===== config.mk =====
export PLATFORM = sky130hd
export DESIGN_NAME = k_way_sorted_merge_top_flat
export DESIGN_NICKNAME = d
export VERILOG_FILES = /design/src/design/kmg_pkg.sv /design/src/design/kmg_in_if.sv /design/src/design/kmg_out_if.sv /design/src/design/kmg_cell.sv /design/src/design/k_way_sorted_merge_top.sv /design/src/flat_wrapper.sv
export SDC_FILE = /design/constraint.sdc
export NUM_CORES = 2
export LEC_CHECK = 0
export BUFFER_PORTS_ARGS = -buffer_cell sky130_fd_sc_hd__buf_2
export CAP_MARGIN = 20
export CORE_ASPECT_RATIO = 1.5
export CORE_MARGIN = 2
export CORE_UTILIZATION = 41
export CTS_BUF_LIST = sky130_fd_sc_hd__clkbuf_8
export DETAILED_ROUTE_END_ITERATION = 6
export SKIP_CTS_REPAIR_TIMING = 1
export SLEW_MARGIN = 20
export SYNTH_ARGS = -nofsm -noshare
export SYNTH_HDL_FRONTEND = slang
export SYNTH_HIERARCHICAL = 1
export SYNTH_SLANG_ARGS = --single-unit

===== constraint.sdc =====
create_clock -name clk -period 16.51 [get_ports clk]
set_input_delay 2.4765 -clock clk [delete_from_list [all_inputs] [get_ports clk]]
set_output_delay 2.4765 -clock clk [all_outputs]
set_load 0.02 [all_outputs]

===== src/design/kmg_pkg.sv =====
// ----------------------------------------------------------------------------
// kmg_pkg
// Shared types and constants of the k-way sorted merge block.
// ----------------------------------------------------------------------------
`default_nettype none

package kmg_pkg;

  localparam int NUM_LISTS  = 8;
  localparam int LIST_DEPTH = 8;

  localparam int VAL_W   = 32;
  localparam int IDX_W   = 3;
  localparam int LIST_W  = (NUM_LISTS > 1) ? $clog2(NUM_LISTS) : 1;
  localparam int PTR_W   = (LIST_DEPTH > 1) ? $clog2(LIST_DEPTH) : 1;
  localparam int FILL_W  = $clog2(LIST_DEPTH + 1);
  localparam int TOTAL_W = $clog2(NUM_LISTS * LIST_DEPTH + 1);
  localparam int CNT_W   = $clog2(NUM_LISTS + 1);

  localparam logic [IDX_W:0] IDX_LIMIT = (IDX_W + 1)'(NUM_LISTS);

  localparam logic CMD_PUSH   = 1'b0;
  localparam logic CMD_FINISH = 1'b1;

  typedef enum logic {
    ST_IDLE,
    ST_SCAN
  } kmg_state_t;

  typedef struct packed {
    logic                    push;
    logic                    pop;
    logic                    clear;
    logic [LIST_W-1:0]       sel;
    logic signed [VAL_W-1:0] value;
  } kmg_ctrl_t;

  typedef struct packed {
    logic                    vld;
    logic signed [VAL_W-1:0] value;
    logic [LIST_W-1:0]       idx;
  } kmg_cand_t;

  localparam kmg_cand_t CAND_NONE = '{vld: 1'b0, value: '0, idx: '0};

endpackage

`default_nettype wire


===== src/design/kmg_in_if.sv =====
// ----------------------------------------------------------------------------
// kmg_in_if
// Input channel of the merge block: push and finish items.
// ----------------------------------------------------------------------------
`default_nettype none

interface kmg_in_if;
  logic               valid;
  logic               ready;
  logic               cmd;
  logic [2:0]         list_index;
  logic signed [31:0] value;

  modport source (output valid, output cmd, output list_index, output value, input ready);
  modport sink   (input valid, input cmd, input list_index, input value, output ready);
endinterface

`default_nettype wire


===== src/design/kmg_out_if.sv =====
// ----------------------------------------------------------------------------
// kmg_out_if
// Result channel of the merge block: merged values with run markers.
// ----------------------------------------------------------------------------
`default_nettype none

interface kmg_out_if;
  logic               valid;
  logic               ready;
  logic signed [31:0] merged_value;
  logic               last;
  logic               empty_res;

  modport source (output valid, output merged_value, output last, output empty_res,
                  input ready);
  modport sink   (input valid, input merged_value, input last, input empty_res,
                  output ready);
endinterface

`default_nettype wire


===== src/design/kmg_cell.sv =====
// ----------------------------------------------------------------------------
// kmg_cell
// One list of the merge chain: holds its queue and passes the running
// smallest head to its right neighbor every cycle.
// ----------------------------------------------------------------------------
`default_nettype none

module kmg_cell (
  input  wire                        clk,
  input  wire                        rst_n,
  input  wire [kmg_pkg::LIST_W-1:0]  my_idx,
  input  kmg_pkg::kmg_ctrl_t         ctrl,
  input  kmg_pkg::kmg_cand_t         cand_in,
  output kmg_pkg::kmg_cand_t         cand_out,
  output logic                       full
);
  import kmg_pkg::*;

  logic signed [VAL_W-1:0] q_r [LIST_DEPTH];
  logic [FILL_W-1:0]       fill_r;
  logic [FILL_W-1:0]       rd_ptr_r;
  kmg_cand_t               cand_r;
  kmg_cand_t               cand_nxt;
  logic                    sel_me;
  logic                    head_vld;
  logic signed [VAL_W-1:0] head;
  logic                    take_own;
  logic                    do_push;

  assign sel_me   = (ctrl.sel == my_idx);
  assign full     = (fill_r == FILL_W'(LIST_DEPTH));
  assign do_push  = ctrl.push && sel_me && !full;
  assign head_vld = (rd_ptr_r < fill_r);
  assign head     = q_r[rd_ptr_r[PTR_W-1:0]];
  assign take_own = head_vld && (!cand_in.vld || ($signed(head) < $signed(cand_in.value)));

  always_comb begin
    if (take_own) begin
      cand_nxt = '{vld: 1'b1, value: head, idx: my_idx};
    end else begin
      cand_nxt = cand_in;
    end
  end

  always_ff @(posedge clk) begin
    if (!rst_n) begin
      fill_r   <= '0;
      rd_ptr_r <= '0;
      cand_r   <= CAND_NONE;
    end else begin
      cand_r <= cand_nxt;
      if (ctrl.clear) begin
        fill_r   <= '0;
        rd_ptr_r <= '0;
      end else begin
        if (do_push) begin
          fill_r <= fill_r + FILL_W'(1);
        end
        if (ctrl.pop && sel_me) begin
          rd_ptr_r <= rd_ptr_r + FILL_W'(1);
        end
      end
    end
  end

  always_ff @(posedge clk) begin
    if (do_push) begin
      q_r[fill_r[PTR_W-1:0]] <= ctrl.value;
    end
  end

  assign cand_out = cand_r;

endmodule

`default_nettype wire


===== src/design/k_way_sorted_merge_top.sv =====
// ----------------------------------------------------------------------------
// k_way_sorted_merge_top
// Merges up to NUM_LISTS pushed lists into one stream by smallest head.
// ----------------------------------------------------------------------------
// push item: taken while idle, next item accepted in the following cycle
// finish item: each result waits for the candidate wave that crosses the cell
//   chain one cell per cycle before each pop, and for the output to be free
// finish with all lists empty: one empty result loaded once output is free
// input is held off from finish acceptance until the last result is loaded
// reset clears list counts and output valid; stored values are left as is
`default_nettype none

module k_way_sorted_merge_top (
  input  wire        clk,
  input  wire        rst_n,
  kmg_in_if.sink     in_if,
  kmg_out_if.source  out_if
);
  import kmg_pkg::*;

  kmg_state_t              state_r, state_nxt;
  logic [CNT_W-1:0]        cnt_r, cnt_nxt;
  logic [TOTAL_W-1:0]      total_r, total_nxt;
  logic                    out_valid_r, out_valid_nxt;
  logic signed [VAL_W-1:0] out_value_r, out_value_nxt;
  logic                    out_last_r, out_last_nxt;
  logic                    out_empty_r, out_empty_nxt;

  kmg_ctrl_t               ctrl;
  kmg_cand_t               cand [NUM_LISTS];
  logic [NUM_LISTS-1:0]    full;
  kmg_cand_t               end_cand;
  logic                    in_acc;
  logic                    in_range;
  logic                    push_ok;
  logic                    out_free;
  logic                    fire;
  logic                    run_empty;
  logic                    run_last;

  for (genvar i = 0; i < NUM_LISTS; i++) begin : g_cell
    kmg_cell u_cell (
      .clk      (clk),
      .rst_n    (rst_n),
      .my_idx   (LIST_W'(i)),
      .ctrl     (ctrl),
      .cand_in  ((i == 0) ? CAND_NONE : cand[(i == 0) ? 0 : i - 1]),
      .cand_out (cand[i]),
      .full     (full[i])
    );
  end

  assign end_cand  = cand[NUM_LISTS-1];
  assign in_acc    = in_if.valid && in_if.ready;
  assign in_range  = ({1'b0, in_if.list_index} < IDX_LIMIT);
  assign push_ok   = in_acc && (in_if.cmd == CMD_PUSH) && in_range &&
                     !full[in_if.list_index[LIST_W-1:0]];
  assign out_free  = !out_valid_r || out_if.ready;
  assign run_empty = (total_r == '0);
  assign run_last  = (total_r <= TOTAL_W'(1));
  assign fire      = (state_r == ST_SCAN) && out_free &&
                     (run_empty || (cnt_r == CNT_W'(NUM_LISTS)));

  always_comb begin
    state_nxt     = state_r;
    cnt_nxt       = cnt_r;
    total_nxt     = total_r;
    out_valid_nxt = out_valid_r && !out_if.ready;
    out_value_nxt = out_value_r;
    out_last_nxt  = out_last_r;
    out_empty_nxt = out_empty_r;
    ctrl.push     = push_ok;
    ctrl.pop      = 1'b0;
    ctrl.clear    = 1'b0;
    ctrl.sel      = in_if.list_index[LIST_W-1:0];
    ctrl.value    = in_if.value;
    unique case (state_r)
      ST_IDLE: begin
        cnt_nxt = '0;
        if (push_ok) begin
          total_nxt = total_r + TOTAL_W'(1);
        end
        if (in_acc && (in_if.cmd == CMD_FINISH)) begin
          state_nxt = ST_SCAN;
        end
      end
      ST_SCAN: begin
        if (cnt_r != CNT_W'(NUM_LISTS)) begin
          cnt_nxt = cnt_r + CNT_W'(1);
        end
        if (fire) begin
          cnt_nxt       = '0;
          out_valid_nxt = 1'b1;
          out_value_nxt = run_empty ? '0 : end_cand.value;
          out_last_nxt  = run_last;
          out_empty_nxt = run_empty;
          ctrl.sel      = end_cand.idx;
          ctrl.pop      = !run_empty;
          ctrl.clear    = run_last;
          if (!run_empty) begin
            total_nxt = total_r - TOTAL_W'(1);
          end
          if (run_last) begin
            state_nxt = ST_IDLE;
          end
        end
      end
      default: begin
        state_nxt = ST_IDLE;
      end
    endcase
  end

  always_ff @(posedge clk) begin
    if (!rst_n) begin
      state_r     <= ST_IDLE;
      cnt_r       <= '0;
      total_r     <= '0;
      out_valid_r <= 1'b0;
    end else begin
      state_r     <= state_nxt;
      cnt_r       <= cnt_nxt;
      total_r     <= total_nxt;
      out_valid_r <= out_valid_nxt;
    end
  end

  always_ff @(posedge clk) begin
    out_value_r <= out_value_nxt;
    out_last_r  <= out_last_nxt;
    out_empty_r <= out_empty_nxt;
  end

  assign in_if.ready         = (state_r == ST_IDLE);
  assign out_if.valid        = out_valid_r;
  assign out_if.merged_value = out_value_r;
  assign out_if.last         = out_last_r;
  assign out_if.empty_res    = out_empty_r;

endmodule

`default_nettype wire


===== src/flat_wrapper.sv =====
// flat-port wrapper written by rule: the top's interface ports become plain ports
module k_way_sorted_merge_top_flat import kmg_pkg::*;
  (clk, rst_n, in_if_valid, in_if_cmd, in_if_list_index, in_if_value, in_if_ready, out_if_valid, out_if_merged_value, out_if_last, out_if_empty_res, out_if_ready);
  kmg_in_if in_if_i ();
  kmg_out_if out_if_i ();
  input  wire clk;
  input  wire rst_n;
  input wire logic [$bits(in_if_i.valid)-1:0] in_if_valid;
  input wire logic [$bits(in_if_i.cmd)-1:0] in_if_cmd;
  input wire logic [$bits(in_if_i.list_index)-1:0] in_if_list_index;
  input wire logic [$bits(in_if_i.value)-1:0] in_if_value;
  output wire logic [$bits(in_if_i.ready)-1:0] in_if_ready;
  output wire logic [$bits(out_if_i.valid)-1:0] out_if_valid;
  output wire logic [$bits(out_if_i.merged_value)-1:0] out_if_merged_value;
  output wire logic [$bits(out_if_i.last)-1:0] out_if_last;
  output wire logic [$bits(out_if_i.empty_res)-1:0] out_if_empty_res;
  input wire logic [$bits(out_if_i.ready)-1:0] out_if_ready;
  assign in_if_i.valid = in_if_valid;
  assign in_if_i.cmd = in_if_cmd;
  assign in_if_i.list_index = in_if_list_index;
  assign in_if_i.value = in_if_value;
  assign in_if_ready = in_if_i.ready;
  assign out_if_valid = out_if_i.valid;
  assign out_if_merged_value = out_if_i.merged_value;
  assign out_if_last = out_if_i.last;
  assign out_if_empty_res = out_if_i.empty_res;
  assign out_if_i.ready = out_if_ready;
  k_way_sorted_merge_top u_core (.clk(clk), .rst_n(rst_n), .in_if(in_if_i), .out_if(out_if_i));
endmodule

Word-level counts from Yosys, hierarchy flattened

Memories as Yosys holds them, arrays and structs flattened. A register that Yosys moved wholly into a read port is not among the register bits.
Cells that the tools add are included.

$add $sub $neg: 19
Magnitude comparators: 17
Equal/unequal tests: 21
Muxes and demuxes: 57
Bitwise gates (word level): 3
Reduce and logical (&&, ||, !) cells: 78

Operators with widths:

| operator                                                        | number |
|---|---|
| two-way mux 36 bit                                              | 7 |
| less-than comparator 32 bit                                     | 7 |
| adder 4 x 1 -> 4 bit (second input constant)                    | 17 |
| two-way mux 3 bit                                               | 16 |
| logical AND 1 bit                                               | 38 |
| == test 4 bit (second input constant)                           | 9 |
| two-way mux 35 bit                                              | 1 |
| less-than comparator 4 bit                                      | 8 |
| two-way mux 1 bit                                               | 22 |
| two-way mux 7 bit                                               | 3 |
| zero test 1 bit                                                 | 19 |
| case mux 7 bit (2 select lines)                                 | 1 |
| OR reduction 2 bit                                              | 7 |
| == test 3 bit (second input constant)                           | 4 |
| two-way mux 5 bit                                               | 2 |
| logical OR 1 bit                                                | 9 |
| two-way mux 4 bit                                               | 2 |
| case mux 4 bit (2 select lines)                                 | 1 |
| adder 7 x 1 -> 7 bit (second input constant)                    | 1 |
| less-or-equal comparator 7 x 1 -> 1 bit (second input constant) | 1 |
| zero test 7 bit                                                 | 1 |
| subtractor 7 x 1 -> 7 bit (second input constant)               | 1 |
| == test 3 x 2 -> 1 bit (second input constant)                  | 2 |
| inequality test 2 bit (second input constant)                   | 3 |
| 10 further kinds                                                | 13 |

Register bits after elaboration: 398
RAM bits: 2048
Bits of input ports: 40
Output and inout port bits: 36
Logic and storage cells: 255
Memories kept: 8

Memories:

| memory                      | words | bits a word | read ports | clocked after Yosys merged registers in | write ports | line           | source |
|---|---|---|---|---|---|---|---|
| u_core.g_cell[0].u_cell.q_r | 8     | 32          | 1          | 1                                       | 1           | kmg_cell.sv:19 | `logic signed [VAL_W-1:0] q_r [LIST_DEPTH];` |
| u_core.g_cell[1].u_cell.q_r | 8     | 32          | 1          | 1                                       | 1           | kmg_cell.sv:19 |  |
| u_core.g_cell[2].u_cell.q_r | 8     | 32          | 1          | 1                                       | 1           | kmg_cell.sv:19 |  |
| u_core.g_cell[3].u_cell.q_r | 8     | 32          | 1          | 1                                       | 1           | kmg_cell.sv:19 |  |
| u_core.g_cell[4].u_cell.q_r | 8     | 32          | 1          | 1                                       | 1           | kmg_cell.sv:19 |  |
| u_core.g_cell[5].u_cell.q_r | 8     | 32          | 1          | 1                                       | 1           | kmg_cell.sv:19 |  |
| 2 more memories             | --    | --          | --         | --                                      | --          | --             |  |

Depth between registers and ports, before layout

Depth in word-level cells: 11
Depth in mapped cells: 14
Mapped depth without buffers: 13

Hierarchy

Netlist, hierarchy kept.

Modules (own cells, without submodules):

| module                                 | instances | cells each | area an instance (um^2) | sequential area each (um^2) |
|---|---|---|---|---|
| kmg_cell (u_core.g_cell[0].u_cell ...) | 3         | 709        | 12394.4                 | 8628.3 |
| kmg_cell (u_core.g_cell[1].u_cell ...) | 2         | 708        | 12393.1                 | 8628.3 |
| kmg_cell (u_core.g_cell[5].u_cell)     | 1         | 717        | 12608.3                 | 8628.3 |
| kmg_cell (u_core.g_cell[6].u_cell)     | 1         | 720        | 12482.0                 | 8628.3 |
| kmg_cell (u_core.g_cell[7].u_cell)     | 1         | 715        | 12418.2                 | 8628.3 |
| k_way_sorted_merge_top                 | 1         | 175        | 2129.5                  | 1281.2 |

Worst setup path before layout

OpenSTA, ideal clock, no wires.

Path kind: input-to-reg
Start point: in out_if_ready
End point: mem u_core.g_cell[0].u_cell.q_r[0][0] (enable)
Setup time: 0.461 ns
Arrival time: 8.164 ns
Data required time: 16.049 ns
Slack: 7.885 ns
Stages on the path: 10
Path buffers: 1
Path through: nand2b_1 > nand2_1 > a21oi_1 > mux2_2 > xor2_1 > nor3_1 > and3_1 > clkbuf_1 > nand2_1 > nor3_1

RTL lines:

| what               | line               | source |
|---|---|---|
| start: declaration | flat_wrapper.sv:17 | `input wire logic [$bits(out_if_i.ready)-1:0] out_if_ready;` |
| end: declaration   | kmg_cell.sv:19     |  |

==> results.yml <==
status:
  status: "completed"
clock_network:
  clkTransAtPathRegs_ps: 60
  htree_levels: 5
  insertion_delay_ps: 980
  clockBufferDepth: 4
  cts_tree: "yes"
  cts_sinks: 2470
  root_buffer: "clkbuf_8"
  cts_buffers: 374
sta:
  finalCritPeriodShare_pct: 36.4
  worstMarginPinSlew_ps: 1140
  setup_viol_count_final: 0
  min_period_ps: 6010
  tns_ps: 0
  max_slew_margin_pct: 23.7
  skew_ps: 75.4
  hold_viol_final: 0
  rsz0062_at_grt: "no"
  fmax_mhz: 166
  maxSlewViolCount: 0
global_route:
  antenna_found_initial: 11
  grt_pass1_wl_um: 372000
  first_global_vias: 54000
  grt_usage_pct: 20.5
  overflow: 0
  grt_start_max_net_pins: 219
finish:
  num-fill-cells: 21200
  syn_to_final_growth_pct: 11.9
  ff_latch_area_mm2: 0.0703
  final_nets: 6611
  multi_input_area_mm2: 0.0297
  drive_above_1_share_pct: 24.3
setup_path:
  crit_path_start_kind: "input pin"
  critPathKind: "input pin to register"
  startpoint: "out_if_ready"
  end_kind: "register"
  required_ps: 17070
  worstPathArrival_ps: 6570
  cp_max_fo: 38
  rr_startpoint: "u_core/total_r[0]"
power_and_ir_drop:
  leakage_nw: 37.6
  cell_internal_pwr_mw: 9.33
  p_total_mw: 12.0
  peakVddDrop_v: 0.0000673
  seqPwrFrac_pct: 56.8
  power_density_mw_per_mm2: 106
  combPwrFrac_pct: 3.8
  p_sw_share_pct: 22.6
  p_sw_mw: 2.72
  p_clk_share_pct: 39.4
drt:
  drt-total-wl_um: 260000
  drtIter0Drc: 4144
  ant_nets: 0
  drt_drc_violations_left: 0
  wl_per_cell_um: 26.5
  viasPerCell: 5.28
  dr.pass1.iters: 6
  vias: 51800
worst_hold_path:
  worstHoldStart: "u_core/g_cell[0].u_cell/cand_out[2]"
  worstHoldPathType: "register to register"
placed_design:
  dp_hpwl_um: 162000
  gp_congestion: 0.902
  port_buffers: 75
job:
  drv_cap: 0
synth:
  avgSynthCellArea_um2: 17.3
  syn_inst: 5867
  yosysWarnings: 6
  synthesis.area_mm2: 0.102
die:
  initial_core_util_pct: 41.3
  die_w_um: 410
  pin_count: 76
  row_count: 223
  design.die.area_mm2: 0.252
  die_y_um: 614
  core-area_mm2: 0.246
==> final timing paths <==
kind | slack [ps] | endpoint | depth (start not counted)
setup reg to reg | 10820 | u_core/g_cell[0].u_cell/q_r[1][28] | 12
hold reg to reg | 440 | u_core/g_cell[1].u_cell/cand_out[2] | 2
hold / removal | 440 | u_core/g_cell[1].u_cell/cand_out[2] | 2
setup / recovery | 10500 | u_core/g_cell[0].u_cell/q_r[1][28] | 11
==> layout by cell type, fill, tap and decap left out, types with 48 or more instances in the layout <==
cell         n
edfxtp_1  2082
a21oi_1     99
mux4_2     509
dfxtp_1    366
clkbuf_8   393
nand2_1    588
nor2_4      48
inv_1      414
clkinv_1    78
buf_4       85
ha_1       301
buf_2       73
mux2_2     257
conb_1     118
nand3_1     48
mux2i_1    275
nor2_1     111
nor3_1      58
nand4_1     75
==> cell type report <==
class,instances,share of cell area (%)
multi-input combinational,2931,26.1
inverter,312,1.03
clock inverter,262,1.30
timing repair buffer,181,1.33
clock buffer,393,4.76
antenna,6,0.0132
tap,3262,3.59
sequential,2470,61.9
==> power by group through the flow <==
| stage | sequential (mW) | combinational (mW) | clock [mW] |
|---|---|---|---|
| floorplan | 6.96 | 0.229 | 0 |
| global placement | 6.97 | 0.451 | 0 |
| detailed placement | 6.97 | 0.462 | 0 |
| CTS | 6.84 | 0.464 | 4.88 |
| global route | 6.84 | 0.501 | 5.13 |
| finish | 6.84 | 0.459 | 4.74 |
==> through the flow <==
step | area (µm²) | std cells | utilization (%) | hold WS, ps | worst slack (ps)
6_report | 114000 | 9817 | 46.2 | 438 | 10500
5_1_grt | 114000 | 9813 | 46.2 | 463 | 10350
4_1_cts | 113000 | 9795 | 46.1 | 441 | 10530
3_5_place_dp | 106000 | 9140 | 43.3 | 437 | 9480
3_3_place_gp | 106000 | 9135 | 43.2 | 430 | 9460
2_1_floorplan | 102000 | 5983 | - | 420 | 7880
==> critical path, cell delays in order <==
cell	delay, ps
buf_2	90
nand2b_1	110
nand2_1	120
a21oi_4	140
buf_4	440
mux2_2	600
xor2_1	220
nor3_1	810
and3_1	360
nand2_1	250
nor2_4	900
==> sequential cells by signal (all words and copies together), names as in the netlist, named ones only <==
signal	cells
u_core/state_r	1
u_core/cnt_r	4
u_core/g_cell.u_cell/q_r	2048
u_core/out_if.merged_value	32
u_core/total_r	7
u_core/g_cell.u_cell/cand_out	287
u_core/out_if.empty_res	1
u_core/g_cell.u_cell/fill_r	32
u_core/g_cell.u_cell/rd_ptr_r	32
u_core/out_if.valid	1
u_core/out_if.last	1
==> routing by layer <==
layer	vias to the layer above	track usage [%]	routed length [µm]	share of wire, %
li1	23400	-	-	-
met1	26700	24.1	100000	38
met2	1316	36.1	134000	51
met3	467	2.55	10400	4.0
met4	2	11.8	16100	6.2
met5	-	0	18	0.0069
Note: power is estimated with default switching activity, not from simulation.
